`config.mk`:
```
export PLATFORM = sky130hd
export DESIGN_NAME = spot_candidate_selector_top
export DESIGN_NICKNAME = d
export VERILOG_FILES = /design/src/hw/rtl/scs_pkg.sv /design/src/hw/rtl/scs_front.sv /design/src/hw/rtl/scs_queue.sv /design/src/hw/rtl/scs_back.sv /design/src/hw/rtl/spot_candidate_selector_top.sv
export SDC_FILE = /design/constraint.sdc
export NUM_CORES = 2
export LEC_CHECK = 0
export BUFFER_PORTS_ARGS = -buffer_cell sky130_fd_sc_hd__buf_2
export CORE_MARGIN = 1.5
export CORE_UTILIZATION = 35
export CTS_CLUSTER_SIZE = 28
export DETAILED_ROUTE_END_ITERATION = 7
export GPL_ROUTABILITY_DRIVEN = 1
export HOLD_SLACK_MARGIN = 0.12
export PLACE_DENSITY_LB_ADDON = 0.08
export SETUP_SLACK_MARGIN = 0.02
export SLEW_MARGIN = 10
export SYNTH_ARGS = -nofsm -noshare
export SYNTH_HDL_FRONTEND = slang
export SYNTH_SLANG_ARGS = --single-unit
export TNS_END_PERCENT = 50
```
`constraint.sdc`:
```
create_clock -name i_clk -period 20.4 [get_ports i_clk]
set_input_delay 6.12 -clock i_clk [delete_from_list [all_inputs] [get_ports i_clk]]
set_output_delay 6.12 -clock i_clk [all_outputs]
set_load 0.05 [all_outputs]
```
`src/hw/rtl/scs_pkg.sv`:
```
// Shared types and constants of the spot candidate selector.
// Used by scs_front, scs_queue, scs_back and spot_candidate_selector_top.
package scs_pkg;

    localparam int LEVEL_W = 8;
    localparam int COUNT_W = 9;
    localparam int Q_DEPTH = 4;
    localparam int KIND_W  = 2;
    localparam logic [LEVEL_W-1:0] MAX_CAND_RESET = 8'd4;

    // Register indexes of the configuration port.
    localparam logic CFG_MAX_CAND = 1'b0;

    typedef enum logic [2:0] {
        ST_MATCHED     = 3'd0,
        ST_ACQUIRED    = 3'd1,
        ST_NONE        = 3'd2,
        ST_UNDECIDABLE = 3'd3,
        ST_TOO_MANY    = 3'd4
    } t_status;

    typedef enum logic [KIND_W-1:0] {
        KIND_CAND      = 2'd0,
        KIND_END_CAND  = 2'd1,
        KIND_END_EMPTY = 2'd2
    } t_kind;

    typedef struct packed {
        logic full;
        logic empty;
    } t_q_flags;

endpackage

```
`src/hw/rtl/scs_front.sv`:
```
// Front end: takes input words, classifies them and pushes useful ones.
// Depends on scs_pkg; feeds scs_queue.
module scs_front #(
    parameter int COORD_BITS = 12
) (
    input  logic                  i_s_tvalid,
    output logic                  o_s_tready,
    input  logic [COORD_BITS-1:0] i_pos_x,
    input  logic [COORD_BITS-1:0] i_pos_y,
    input  logic [7:0]            i_intensity,
    input  logic                  i_point_present,
    input  logic                  i_frame_last,
    input  scs_pkg::t_q_flags     i_q_flags,
    output logic                  o_push,
    output logic [scs_pkg::KIND_W+scs_pkg::LEVEL_W+2*COORD_BITS-1:0] o_wdata
);
    import scs_pkg::*;

    t_kind kind;
    logic  useful;

    // An empty marker in the middle of a frame changes nothing, so it is dropped here.
    always_comb begin
        kind   = KIND_CAND;
        useful = 1'b1;
        unique case ({i_point_present, i_frame_last})
            2'b10:   kind = KIND_CAND;
            2'b11:   kind = KIND_END_CAND;
            2'b01:   kind = KIND_END_EMPTY;
            default: useful = 1'b0;
        endcase
    end

    assign o_s_tready = !i_q_flags.full;
    assign o_push     = i_s_tvalid && o_s_tready && useful;
    assign o_wdata    = {kind, i_intensity, i_pos_y, i_pos_x};

endmodule

```
`src/hw/rtl/scs_queue.sv`:
```
// Small FIFO between the front end and the back end.
// Depends on scs_pkg for its depth and flag struct.
module scs_queue #(
    parameter int WIDTH = 34
) (
    input  logic              i_clk,
    input  logic              i_rst_n,
    input  logic              i_push,
    input  logic [WIDTH-1:0]  i_wdata,
    input  logic              i_pop,
    output logic [WIDTH-1:0]  o_rdata,
    output scs_pkg::t_q_flags o_flags
);
    import scs_pkg::*;

    localparam int PTR_W = $clog2(Q_DEPTH);
    localparam int CNT_W = $clog2(Q_DEPTH + 1);

    logic [WIDTH-1:0] r_mem [Q_DEPTH];
    logic [PTR_W-1:0] r_wr_ptr, n_wr_ptr;
    logic [PTR_W-1:0] r_rd_ptr, n_rd_ptr;
    logic [CNT_W-1:0] r_count, n_count;

    always_comb begin
        n_wr_ptr = r_wr_ptr;
        n_rd_ptr = r_rd_ptr;
        n_count  = r_count;
        if (i_push) begin
            n_wr_ptr = r_wr_ptr + 1'b1;
        end
        if (i_pop) begin
            n_rd_ptr = r_rd_ptr + 1'b1;
        end
        if (i_push && !i_pop) begin
            n_count = r_count + 1'b1;
        end else if (!i_push && i_pop) begin
            n_count = r_count - 1'b1;
        end
    end

    always_ff @(posedge i_clk) begin
        if (!i_rst_n) begin
            r_wr_ptr <= '0;
            r_rd_ptr <= '0;
            r_count  <= '0;
        end else begin
            r_wr_ptr <= n_wr_ptr;
            r_rd_ptr <= n_rd_ptr;
            r_count  <= n_count;
        end
    end

    always_ff @(posedge i_clk) begin
        if (i_push) begin
            r_mem[r_wr_ptr] <= i_wdata;
        end
    end

    assign o_rdata       = r_mem[r_rd_ptr];
    assign o_flags.full  = (r_count == CNT_W'(Q_DEPTH));
    assign o_flags.empty = (r_count == '0);

endmodule

```
`src/hw/rtl/scs_back.sv`:
```
// Back end: per-frame nearest and brightest tracking, frame decision,
// failure counters and the output register. Depends on scs_pkg.
module scs_back #(
    parameter int COORD_BITS   = 12,
    parameter int COUNTER_BITS = 32
) (
    input  logic                    i_clk,
    input  logic                    i_rst_n,
    input  logic [scs_pkg::KIND_W+scs_pkg::LEVEL_W+2*COORD_BITS-1:0] i_rdata,
    input  scs_pkg::t_q_flags       i_q_flags,
    output logic                    o_pop,
    input  logic [7:0]              i_max_candidates,
    output logic                    o_m_tvalid,
    input  logic                    i_m_tready,
    output logic [COORD_BITS-1:0]   o_track_x,
    output logic [COORD_BITS-1:0]   o_track_y,
    output scs_pkg::t_status        o_frame_status,
    output logic [COUNTER_BITS-1:0] o_none_found_count,
    output logic [COUNTER_BITS-1:0] o_undecidable_count,
    output logic [COUNTER_BITS-1:0] o_too_many_count
);
    import scs_pkg::*;

    localparam int C_W = COORD_BITS;
    localparam int D_W = 2 * COORD_BITS + 1;

    // Head of the queue.
    t_kind              kind;
    logic [C_W-1:0]     px, py;
    logic [LEVEL_W-1:0] lvl;
    logic               present, last;

    // Tracked point and per-frame state.
    logic [C_W-1:0]     r_last_x, r_last_y, n_last_x, n_last_y;
    logic [COUNT_W-1:0] r_count, n_count;
    logic [C_W-1:0]     r_near_x, r_near_y, n_near_x, n_near_y;
    logic [D_W-1:0]     r_near_dist, n_near_dist;
    logic [C_W-1:0]     r_bright_x, r_bright_y, n_bright_x, n_bright_y;
    logic [LEVEL_W-1:0] r_bright_lvl, n_bright_lvl;
    logic [COUNTER_BITS-1:0] r_nf_tot, r_ud_tot, r_tm_tot;
    logic [COUNTER_BITS-1:0] n_nf_tot, n_ud_tot, n_tm_tot;

    // Output register.
    logic               r_out_valid;
    logic [C_W-1:0]     r_tx, r_ty, n_tx, n_ty;
    t_status            r_status, n_status;

    logic               slot_free;
    logic [C_W-1:0]     dx, dy;
    logic [2*C_W-1:0]   sq_x, sq_y;
    logic [D_W-1:0]     cand_dist;
    logic [C_W-1:0]     nx, ny, bx, by;
    logic               empty_frame;

    assign {kind, lvl, py, px} = i_rdata;
    assign present = (kind != KIND_END_EMPTY);
    assign last    = (kind != KIND_CAND);

    assign slot_free = !r_out_valid || i_m_tready;
    // A word that ends a frame waits until the output register has room.
    assign o_pop     = !i_q_flags.empty && (!last || slot_free);

    assign dx        = (px > r_last_x) ? px - r_last_x : r_last_x - px;
    assign dy        = (py > r_last_y) ? py - r_last_y : r_last_y - py;
    assign sq_x      = dx * dx;
    assign sq_y      = dy * dy;
    assign cand_dist = {1'b0, sq_x} + {1'b0, sq_y};

    always_comb begin
        n_count      = r_count;
        n_near_x     = r_near_x;
        n_near_y     = r_near_y;
        n_near_dist  = r_near_dist;
        n_bright_x   = r_bright_x;
        n_bright_y   = r_bright_y;
        n_bright_lvl = r_bright_lvl;
        n_last_x     = r_last_x;
        n_last_y     = r_last_y;
        n_nf_tot     = r_nf_tot;
        n_ud_tot     = r_ud_tot;
        n_tm_tot     = r_tm_tot;
        n_tx         = '0;
        n_ty         = '0;
        n_status     = ST_MATCHED;
        nx           = '0;
        ny           = '0;
        bx           = '0;
        by           = '0;

        if (present) begin
            // First nearest wins ties; last brightest wins ties.
            if (r_count == '0 || cand_dist < r_near_dist) begin
                n_near_x    = px;
                n_near_y    = py;
                n_near_dist = cand_dist;
            end
            if (r_count == '0 || lvl >= r_bright_lvl) begin
                n_bright_x   = px;
                n_bright_y   = py;
                n_bright_lvl = lvl;
            end
            if (!(&r_count)) begin
                n_count = r_count + 1'b1;
            end
        end

        empty_frame = (n_count == '0);
        if (!empty_frame && !(r_last_x == '0 && r_last_y == '0)) begin
            nx = n_near_x;
            ny = n_near_y;
        end
        if (!empty_frame) begin
            bx = n_bright_x;
            by = n_bright_y;
        end

        if (n_count > {1'b0, i_max_candidates}) begin
            n_status = ST_TOO_MANY;
            n_tm_tot = (&r_tm_tot) ? r_tm_tot : r_tm_tot + 1'b1;
        end else if (nx == '0 && ny == '0) begin
            // A candidate at the origin counts as no point at all.
            if (bx == '0 && by == '0) begin
                n_status = ST_NONE;
                n_nf_tot = (&r_nf_tot) ? r_nf_tot : r_nf_tot + 1'b1;
            end else begin
                n_status = ST_ACQUIRED;
                n_tx     = bx;
                n_ty     = by;
            end
        end else if (nx != bx || ny != by) begin
            n_status = ST_UNDECIDABLE;
            n_ud_tot = (&r_ud_tot) ? r_ud_tot : r_ud_tot + 1'b1;
        end else begin
            n_status = ST_MATCHED;
            n_tx     = bx;
            n_ty     = by;
        end

        if (last) begin
            n_last_x     = n_tx;
            n_last_y     = n_ty;
            n_count      = '0;
            n_near_x     = '0;
            n_near_y     = '0;
            n_near_dist  = '0;
            n_bright_x   = '0;
            n_bright_y   = '0;
            n_bright_lvl = '0;
        end else begin
            n_nf_tot = r_nf_tot;
            n_ud_tot = r_ud_tot;
            n_tm_tot = r_tm_tot;
        end
    end

    always_ff @(posedge i_clk) begin
        if (!i_rst_n) begin
            r_last_x     <= '0;
            r_last_y     <= '0;
            r_count      <= '0;
            r_near_x     <= '0;
            r_near_y     <= '0;
            r_near_dist  <= '0;
            r_bright_x   <= '0;
            r_bright_y   <= '0;
            r_bright_lvl <= '0;
            r_nf_tot     <= '0;
            r_ud_tot     <= '0;
            r_tm_tot     <= '0;
            r_out_valid  <= 1'b0;
        end else begin
            if (o_pop) begin
                r_last_x     <= n_last_x;
                r_last_y     <= n_last_y;
                r_count      <= n_count;
                r_near_x     <= n_near_x;
                r_near_y     <= n_near_y;
                r_near_dist  <= n_near_dist;
                r_bright_x   <= n_bright_x;
                r_bright_y   <= n_bright_y;
                r_bright_lvl <= n_bright_lvl;
                r_nf_tot     <= n_nf_tot;
                r_ud_tot     <= n_ud_tot;
                r_tm_tot     <= n_tm_tot;
            end
            if (slot_free) begin
                r_out_valid <= o_pop && last;
            end
        end
    end

    // The counters in the result word are copies taken when the frame ends.
    logic [COUNTER_BITS-1:0] r_nf_out, r_ud_out, r_tm_out;

    always_ff @(posedge i_clk) begin
        if (o_pop && last) begin
            r_tx     <= n_tx;
            r_ty     <= n_ty;
            r_status <= n_status;
            r_nf_out <= n_nf_tot;
            r_ud_out <= n_ud_tot;
            r_tm_out <= n_tm_tot;
        end
    end

    assign o_m_tvalid          = r_out_valid;
    assign o_track_x           = r_tx;
    assign o_track_y           = r_ty;
    assign o_frame_status      = r_status;
    assign o_none_found_count  = r_nf_out;
    assign o_undecidable_count = r_ud_out;
    assign o_too_many_count    = r_tm_out;

`ifndef SYNTHESIS
    a_mid_frame_keeps_point: assert property (@(posedge i_clk) disable iff (!i_rst_n)
        (o_pop && !last) |=> ($stable(r_last_x) && $stable(r_last_y)))
        else $error("tracked point changed inside a frame");

    a_frame_end_clears: assert property (@(posedge i_clk) disable iff (!i_rst_n)
        (o_pop && last) |=> (r_count == '0 && r_bright_lvl == '0 && r_near_dist == '0))
        else $error("per-frame state not cleared at frame end");

    a_failure_point_zero: assert property (@(posedge i_clk) disable iff (!i_rst_n)
        (r_out_valid && (r_status == ST_TOO_MANY || r_status == ST_NONE
                         || r_status == ST_UNDECIDABLE))
        |-> (r_tx == '0 && r_ty == '0))
        else $error("failed frame reports a nonzero point");

    a_result_updates_point: assert property (@(posedge i_clk) disable iff (!i_rst_n)
        (o_pop && last) |=> (r_last_x == r_tx && r_last_y == r_ty))
        else $error("tracked point differs from reported point");
`endif

endmodule

```
`src/hw/rtl/spot_candidate_selector_top.sv`:
```
// Top level of the spot candidate selector: configuration register,
// front end, queue and back end. Depends on scs_pkg and all scs_ modules.
//
//  Channel   Direction  Handshake                 Word contents
//  s stream  in         i_s_tvalid / o_s_tready   pos_x, pos_y, intensity; tuser, tlast
//  m stream  out        o_m_tvalid / i_m_tready   track point, status, three counters
//  APB       in/out     psel, penable, pready     max_candidates at address 0
//
// One input word is taken per cycle while the queue has room; a frame result
// leaves after its closing word has passed the queue, then the output register.
// The back end handles one queued word per cycle unless held back; the squared-distance
// compare and the frame decision share that cycle. A frame-ending word is held
// back in the queue while the output register holds an untaken result. Reset is synchronous
// and clears the internal counters, the tracked point and the queue, not the result word.
module spot_candidate_selector_top #(
    parameter int COORD_BITS   = 12,
    parameter int COUNTER_BITS = 32,
    localparam int IN_W  = ((2 * COORD_BITS + 8 + 7) / 8) * 8,
    localparam int OUT_W = ((2 * COORD_BITS + 3 + 3 * COUNTER_BITS + 7) / 8) * 8
) (
    input  logic             i_clk,
    input  logic             i_rst_n,
    input  logic             i_s_tvalid,
    output logic             o_s_tready,
    // pos_x, pos_y, intensity from bit 0 up
    input  logic [IN_W-1:0]  i_s_tdata,
    // point_present
    input  logic             i_s_tuser,
    // frame_last
    input  logic             i_s_tlast,
    output logic             o_m_tvalid,
    input  logic             i_m_tready,
    // track_x, track_y, frame_status, none_found_count, undecidable_count,
    // too_many_count from bit 0 up
    output logic [OUT_W-1:0] o_m_tdata,
    input  logic             psel,
    input  logic             penable,
    input  logic             pwrite,
    input  logic [2:0]       paddr,
    input  logic [31:0]      pwdata,
    output logic [31:0]      prdata,
    output logic             pready
);
    import scs_pkg::*;

    localparam int Q_W = KIND_W + LEVEL_W + 2 * COORD_BITS;

    logic [LEVEL_W-1:0]      r_max_cand;
    logic                    push, pop;
    logic [Q_W-1:0]          q_wdata, q_rdata;
    t_q_flags                q_flags;
    logic [COORD_BITS-1:0]   track_x, track_y;
    t_status                 frame_status;
    logic [COUNTER_BITS-1:0] nf_count, ud_count, tm_count;

    assign pready = 1'b1;

    always_ff @(posedge i_clk) begin
        if (!i_rst_n) begin
            r_max_cand <= MAX_CAND_RESET;
        end else if (psel && penable && pwrite && pready && paddr[2] == CFG_MAX_CAND) begin
            r_max_cand <= pwdata[LEVEL_W-1:0];
        end
    end

    assign prdata = (paddr[2] == CFG_MAX_CAND) ? 32'(r_max_cand) : '0;

    scs_front #(
        .COORD_BITS (COORD_BITS)
    ) u_front (
        .i_s_tvalid      (i_s_tvalid),
        .o_s_tready      (o_s_tready),
        .i_pos_x         (i_s_tdata[COORD_BITS-1:0]),
        .i_pos_y         (i_s_tdata[2*COORD_BITS-1:COORD_BITS]),
        .i_intensity     (i_s_tdata[2*COORD_BITS+7:2*COORD_BITS]),
        .i_point_present (i_s_tuser),
        .i_frame_last    (i_s_tlast),
        .i_q_flags       (q_flags),
        .o_push          (push),
        .o_wdata         (q_wdata)
    );

    scs_queue #(
        .WIDTH (Q_W)
    ) u_queue (
        .i_clk   (i_clk),
        .i_rst_n (i_rst_n),
        .i_push  (push),
        .i_wdata (q_wdata),
        .i_pop   (pop),
        .o_rdata (q_rdata),
        .o_flags (q_flags)
    );

    scs_back #(
        .COORD_BITS   (COORD_BITS),
        .COUNTER_BITS (COUNTER_BITS)
    ) u_back (
        .i_clk               (i_clk),
        .i_rst_n             (i_rst_n),
        .i_rdata             (q_rdata),
        .i_q_flags           (q_flags),
        .o_pop               (pop),
        .i_max_candidates    (r_max_cand),
        .o_m_tvalid          (o_m_tvalid),
        .i_m_tready          (i_m_tready),
        .o_track_x           (track_x),
        .o_track_y           (track_y),
        .o_frame_status      (frame_status),
        .o_none_found_count  (nf_count),
        .o_undecidable_count (ud_count),
        .o_too_many_count    (tm_count)
    );

    assign o_m_tdata = OUT_W'({tm_count, ud_count, nf_count, frame_status, track_y, track_x});

endmodule
```
## Word-level counts from Yosys, hierarchy flattened

Memory sizes are Yosys's and may differ from the RTL's. A register that Yosys moved wholly into a read port is not among the register bits.
Cells that the tools add are included.

- Bits in writable memories: 136
- Bits in registers: 349
- Memories: 1

Memories:

| name | depth | bits a word | read ports | clocked after memory_dff | write ports | RTL line | source |
|---|---|---|---|---|---|---|---|
| u_queue.r_mem | 4 | 34 | 1 | 1 | 1 | scs_queue.sv:19 | `logic [WIDTH-1:0] r_mem [Q_DEPTH];` |

- $mul: 2
- Bitwise gates (word level): 1
- Equal/unequal tests: 7
- Reduce and logical (&&, ||, !) cells: 48
- Muxes and demuxes: 60
- Order comparisons: 5
- Add/subtract/negate cells: 13

Operators by type and width:

| kind | number |
|---|---|
| $mux W32 | 13 |
| $mux W12 | 26 |
| $add A32 B1 Y32 const B | 3 |
| $reduce_and A32 Y1 | 3 |
| $mux W25 | 3 |
| $logic_not A12 Y1 | 6 |
| $mul A12 B12 Y24 | 2 |
| $sub A12 B12 Y12 | 4 |
| $mux W8 | 4 |
| $mux W9 | 3 |
| $add A24 B24 Y25 | 1 |
| $lt A25 B25 Y1 | 1 |
| $gt A12 B12 Y1 | 2 |
| $ne A12 B12 Y1 | 2 |
| $logic_not A9 Y1 | 2 |
| $logic_and A1 B1 Y1 | 13 |
| $reduce_bool A2 Y1 | 5 |
| $add A9 B1 Y9 const B | 1 |
| $gt A9 B8 Y1 | 1 |
| $mux W3 | 3 |
| $reduce_and A9 Y1 | 1 |
| $ge A8 B8 Y1 | 1 |
| $logic_not A1 Y1 | 8 |
| $mux W2 | 4 |
| other kinds (15) | 24 |

## Depth between registers and ports, before layout

- Word-level depth: 15
- Depth in mapped cells: 62
- Depth with buffers taken out: 53

## Cells and area by module

Synthesis repeated with hierarchy kept, for this count alone.

- Cell total of the unflattened synthesis: 3305
- Area total of the unflattened synthesis: 32862.8 um^2

Modules (own cells, without submodules):

| module | times used | sequential area each (um^2) | cells an instance | area each (um^2) |
|---|---|---|---|---|
| scs_back | 1 | 7917.6 | 2973 | 26559.2 |
| scs_queue | 1 | 4264.1 | 221 | 5400.2 |
| spot_candidate_selector_top | 1 | 160.2 | 75 | 633.1 |
| scs_front | 1 | 0.0 | 36 | 270.3 |

## Least setup slack after synthesis

Ideal clock, no wire load.

- Path kind: register to register
- Start point: register with a tool-made name
- End point: register u_back.r_ud_out[20], in the netlist u_back.o_undecidable_count[20] (data pin)
- Stages on the path, launching flop included: 55
- Library setup time: 265 ps
- Period minus slack after synthesis: 14092 ps
- Setup slack: 6308 ps
- Arrival: 13827 ps
- Cells stage by stage: dfxtp_1 -> buf_2 -> buf_2 -> buf_2 -> mux4_2 -> fa_1 -> a21o_1 -> a21o_1 -> a21oi_1 -> o21bai_1 -> a21oi_1 -> a31o_2 -> clkbuf_1 -> mux2_2 -> o21ai_0 -> a211oi_1 -> xnor2_1 -> clkbuf_1 -> [... 19 more ...] -> xnor2_1 -> ha_1 -> nand4_1 -> or3_1 -> o32ai_1 -> o21ai_1 -> nand2_1 -> clkbuf_1 -> buf_2 -> a31oi_1 -> o311ai_0 -> o211ai_2 -> o31ai_4 -> buf_6 -> buf_8 -> buf_6 -> nor2_1 -> xor2_1

RTL lines:

| item | RTL line | source |
|---|---|---|
| end signal, assigned | scs_back.sv:201 | `r_ud_out <= n_ud_tot;` |
| end, declared | scs_back.sv:193 | `logic [COUNTER_BITS-1:0] r_nf_out, r_ud_out, r_tm_out;` |

==> results.ini <==
[layout]
syn_to_final_growth_pct=12.7
diodes=0
drive_gt1_frac=0.126
fin_nets=3980
finalInstanceArea_sq_um=37400

[logic_synthesis]
ys_seq_area_frac=0.372
ys_seq_elements=487
synth_edf_count=259
yosysTopAreaCell=edfxtp_1
ys_top_cells_by_area=edfxtp_1 23%, dfxtp_1 14%, fa_1 12%
netlist_area_sq_um=33200
avgSynthCellArea_sq_um=9.87
yosys.area.top_type_share=0.234
synthCells=3359
ys_async_sr_fraction=0
yosysWarnings=0
synth.distinct_cells=90
ys.flop_type=edfxtp_1

[hold_path]
hp-start=r_max_cand[6]
min-delay-path-class=reg -> reg

[grt]
grt_max_degree=98
antenna_found_initial=5
grt_pass1_vias=25200
grt_pass1_wl_um=145000
grt_overflow=0
grt_usage=0.189

[outcome]
status=complete, no violations

[sta]
fmax_ghz=0.0576
holdWs_ns=0.459
fin_skew_ns=0.0403
period_minus_slack_ns=17.37
setup_violations=0
slew_violations=0
grt_setup_unrepaired=no
relSlewSlack=0.210
worst_pin_slew_ns=1.18
hold_viol=0
setup_tns_ns=0
finalCritPeriodShare=0.851

[floorplanning]
die_x_um=311
core-area_sq_um=93600
dieArea_sq_um=96600
die_h_um=311
initial_core_util=0.354
rows=112
io_pins=239

[route]
ant_nets=0
wl_per_cell_um=19.2
vias=24500
via_per_inst=5.10
wl_um=92100
drc=0
initialDrtViolationCount=1560
drt_pass1_iterations=5

[critical_path]
critPathMaxFanout=93
cp_common_cell=fa_1
timing.rr.end=u_back.o_undecidable_count[1]
crit_end=u_back.o_undecidable_count[1]
cp-start-kind=register
slowest_stage=buf_4
critPathArrivalTime_ns=17.75
reg2reg_slack_ns=3.03
slowest_delay_ns=0.74
worstSetupPathType=reg -> reg
required_ns=20.78
r2r_cells=47
worstSetupEndpointType=register

[cts]
cts_setup_buffers=0
holdBufCountCts=0
clockRootBuffer=clkbuf_16
htreeDepth=2
clock-sinks=487
cts_made_buffers=58
cts_buffer_depth=3
clkTransAtPathRegs_ns=0.06
ctsResizeCount=0
clk_latency_ns=0.66
cts_tree=done

[placement]
place_area_sq_um=35300
hpwl_um=67900
port_buffers=182
place_congestion=0.887

[run]
cap_violations=0

==> synthesized netlist by cell type (97+ instances only) <==
cell type and number:
fa_1 206, dfxtp_1 228, ha_1 204, nand3_1 100, clkbuf_1 110, nand2_1 201, a21oi_1 132, inv_1 408
edfxtp_1 259, o21ai_0 97, xor2_1 115, nor2_1 398
==> registers in the layout, summed over array words and instances (netlist names), 25 cells and up, named ones only <==
signal / count
u_queue.r_mem: 136
u_back.o_none_found_count: 32
u_back.o_too_many_count: 32
u_back.o_undecidable_count: 32
u_back.r_nf_tot: 32
u_back.r_tm_tot: 32
u_back.r_ud_tot: 32
u_back.r_near_dist: 25
==> layout make-up <==
cell class              count  area (sq um)
well taps                1254          1570
flip-flops and latches    487         12300
clock inverters            36           488
repair buffers            230          1270
inverters                 411          1550
clock buffers              73          1600
multi-input cells        2306         18500
fillers                  9362         56200
==> critical path: cells and delay by family, from the launching register on <==
family                   cells  cell delay (ns)
buffers and inverters        6             1.33
AND/OR/NAND/NOR             14             4.86
adder cells (fa/ha/maj)     10             4.73
XOR/XNOR                     2             0.28
flip-flops                   1             0.71
multiplexers                 2             1.00
AO/OA/AOI/OAI               13             4.02
==> layer usage <==
metal  vias to the layer above  share of wire  global-route usage
met4                         6          0.030              0.0602
li1                      11700              -                   -
met1                     12000           0.45               0.248
met5                         -        0.00045                   0
met3                       159          0.042              0.0239
met2                       585           0.48               0.323
==> cell families after synthesis <==
logic type	share of synthesized area
AOI/OAI and AO/OA	0.102
xor gates and xnor gates	0.0531
adders and majority gates	0.201
buffers and inverters	0.0737
DFF	0.372
muxes	0.0445
other	0.000226
and+or+nand+nor	0.153
==> stage by stage <==
step,std cells,worst slack (ns),util
global placement,4688,2.95,0.377
CTS,4797,2.89,0.399
detailed placement,4688,2.97,0.377
global route,4797,1.92,0.399
floorplan,3387,6.31,-
finish,4797,3.03,0.399
==> cells in the final DEF (no fill, tap or decap), drive strengths merged, types with 12 or more instances in the layout <==
master,synthesis,routed
o311ai,12,12
mux2,19,19
nor4,28,28
clkbuf,110,73
a22oi,77,77
nand4,55,55
fa,206,206
or3,59,59
o21a,14,14
o21ai,107,107
nor3,37,37
edfxtp,259,259
clkinv,1,19
or2,27,27
inv,410,413
nand2b,34,34
xnor2,86,86
conb,2,30
o31ai,34,34
mux2i,49,49
a21o,22,22
nor2b,19,19
xor2,115,115
and3,40,40
ha,204,204
nand2,201,201
dfxtp,228,228
a31oi,17,17
a211oi,14,14
nor4b,14,14
buf,73,230
and2,12,12
mux4,34,34
a21oi,133,133
nor2,398,398
nand3,100,100
==> worst min path at each step <==
| stage | cells after the start | end | slack (ns) |
|---|---|---|---|
| floorplan | 2 | r_max_cand[1] | 0.44 |
| global placement | 2 | r_max_cand[7] | 0.45 |
| detailed placement | 2 | r_max_cand[1] | 0.45 |
| CTS | 2 | r_max_cand[6] | 0.46 |
| global route | 2 | r_max_cand[6] | 0.48 |
| finish | 2 | r_max_cand[6] | 0.46 |
Power is not shown: default switching activity piles up to over one toggle a cycle in this logic, so the estimate is an artifact.
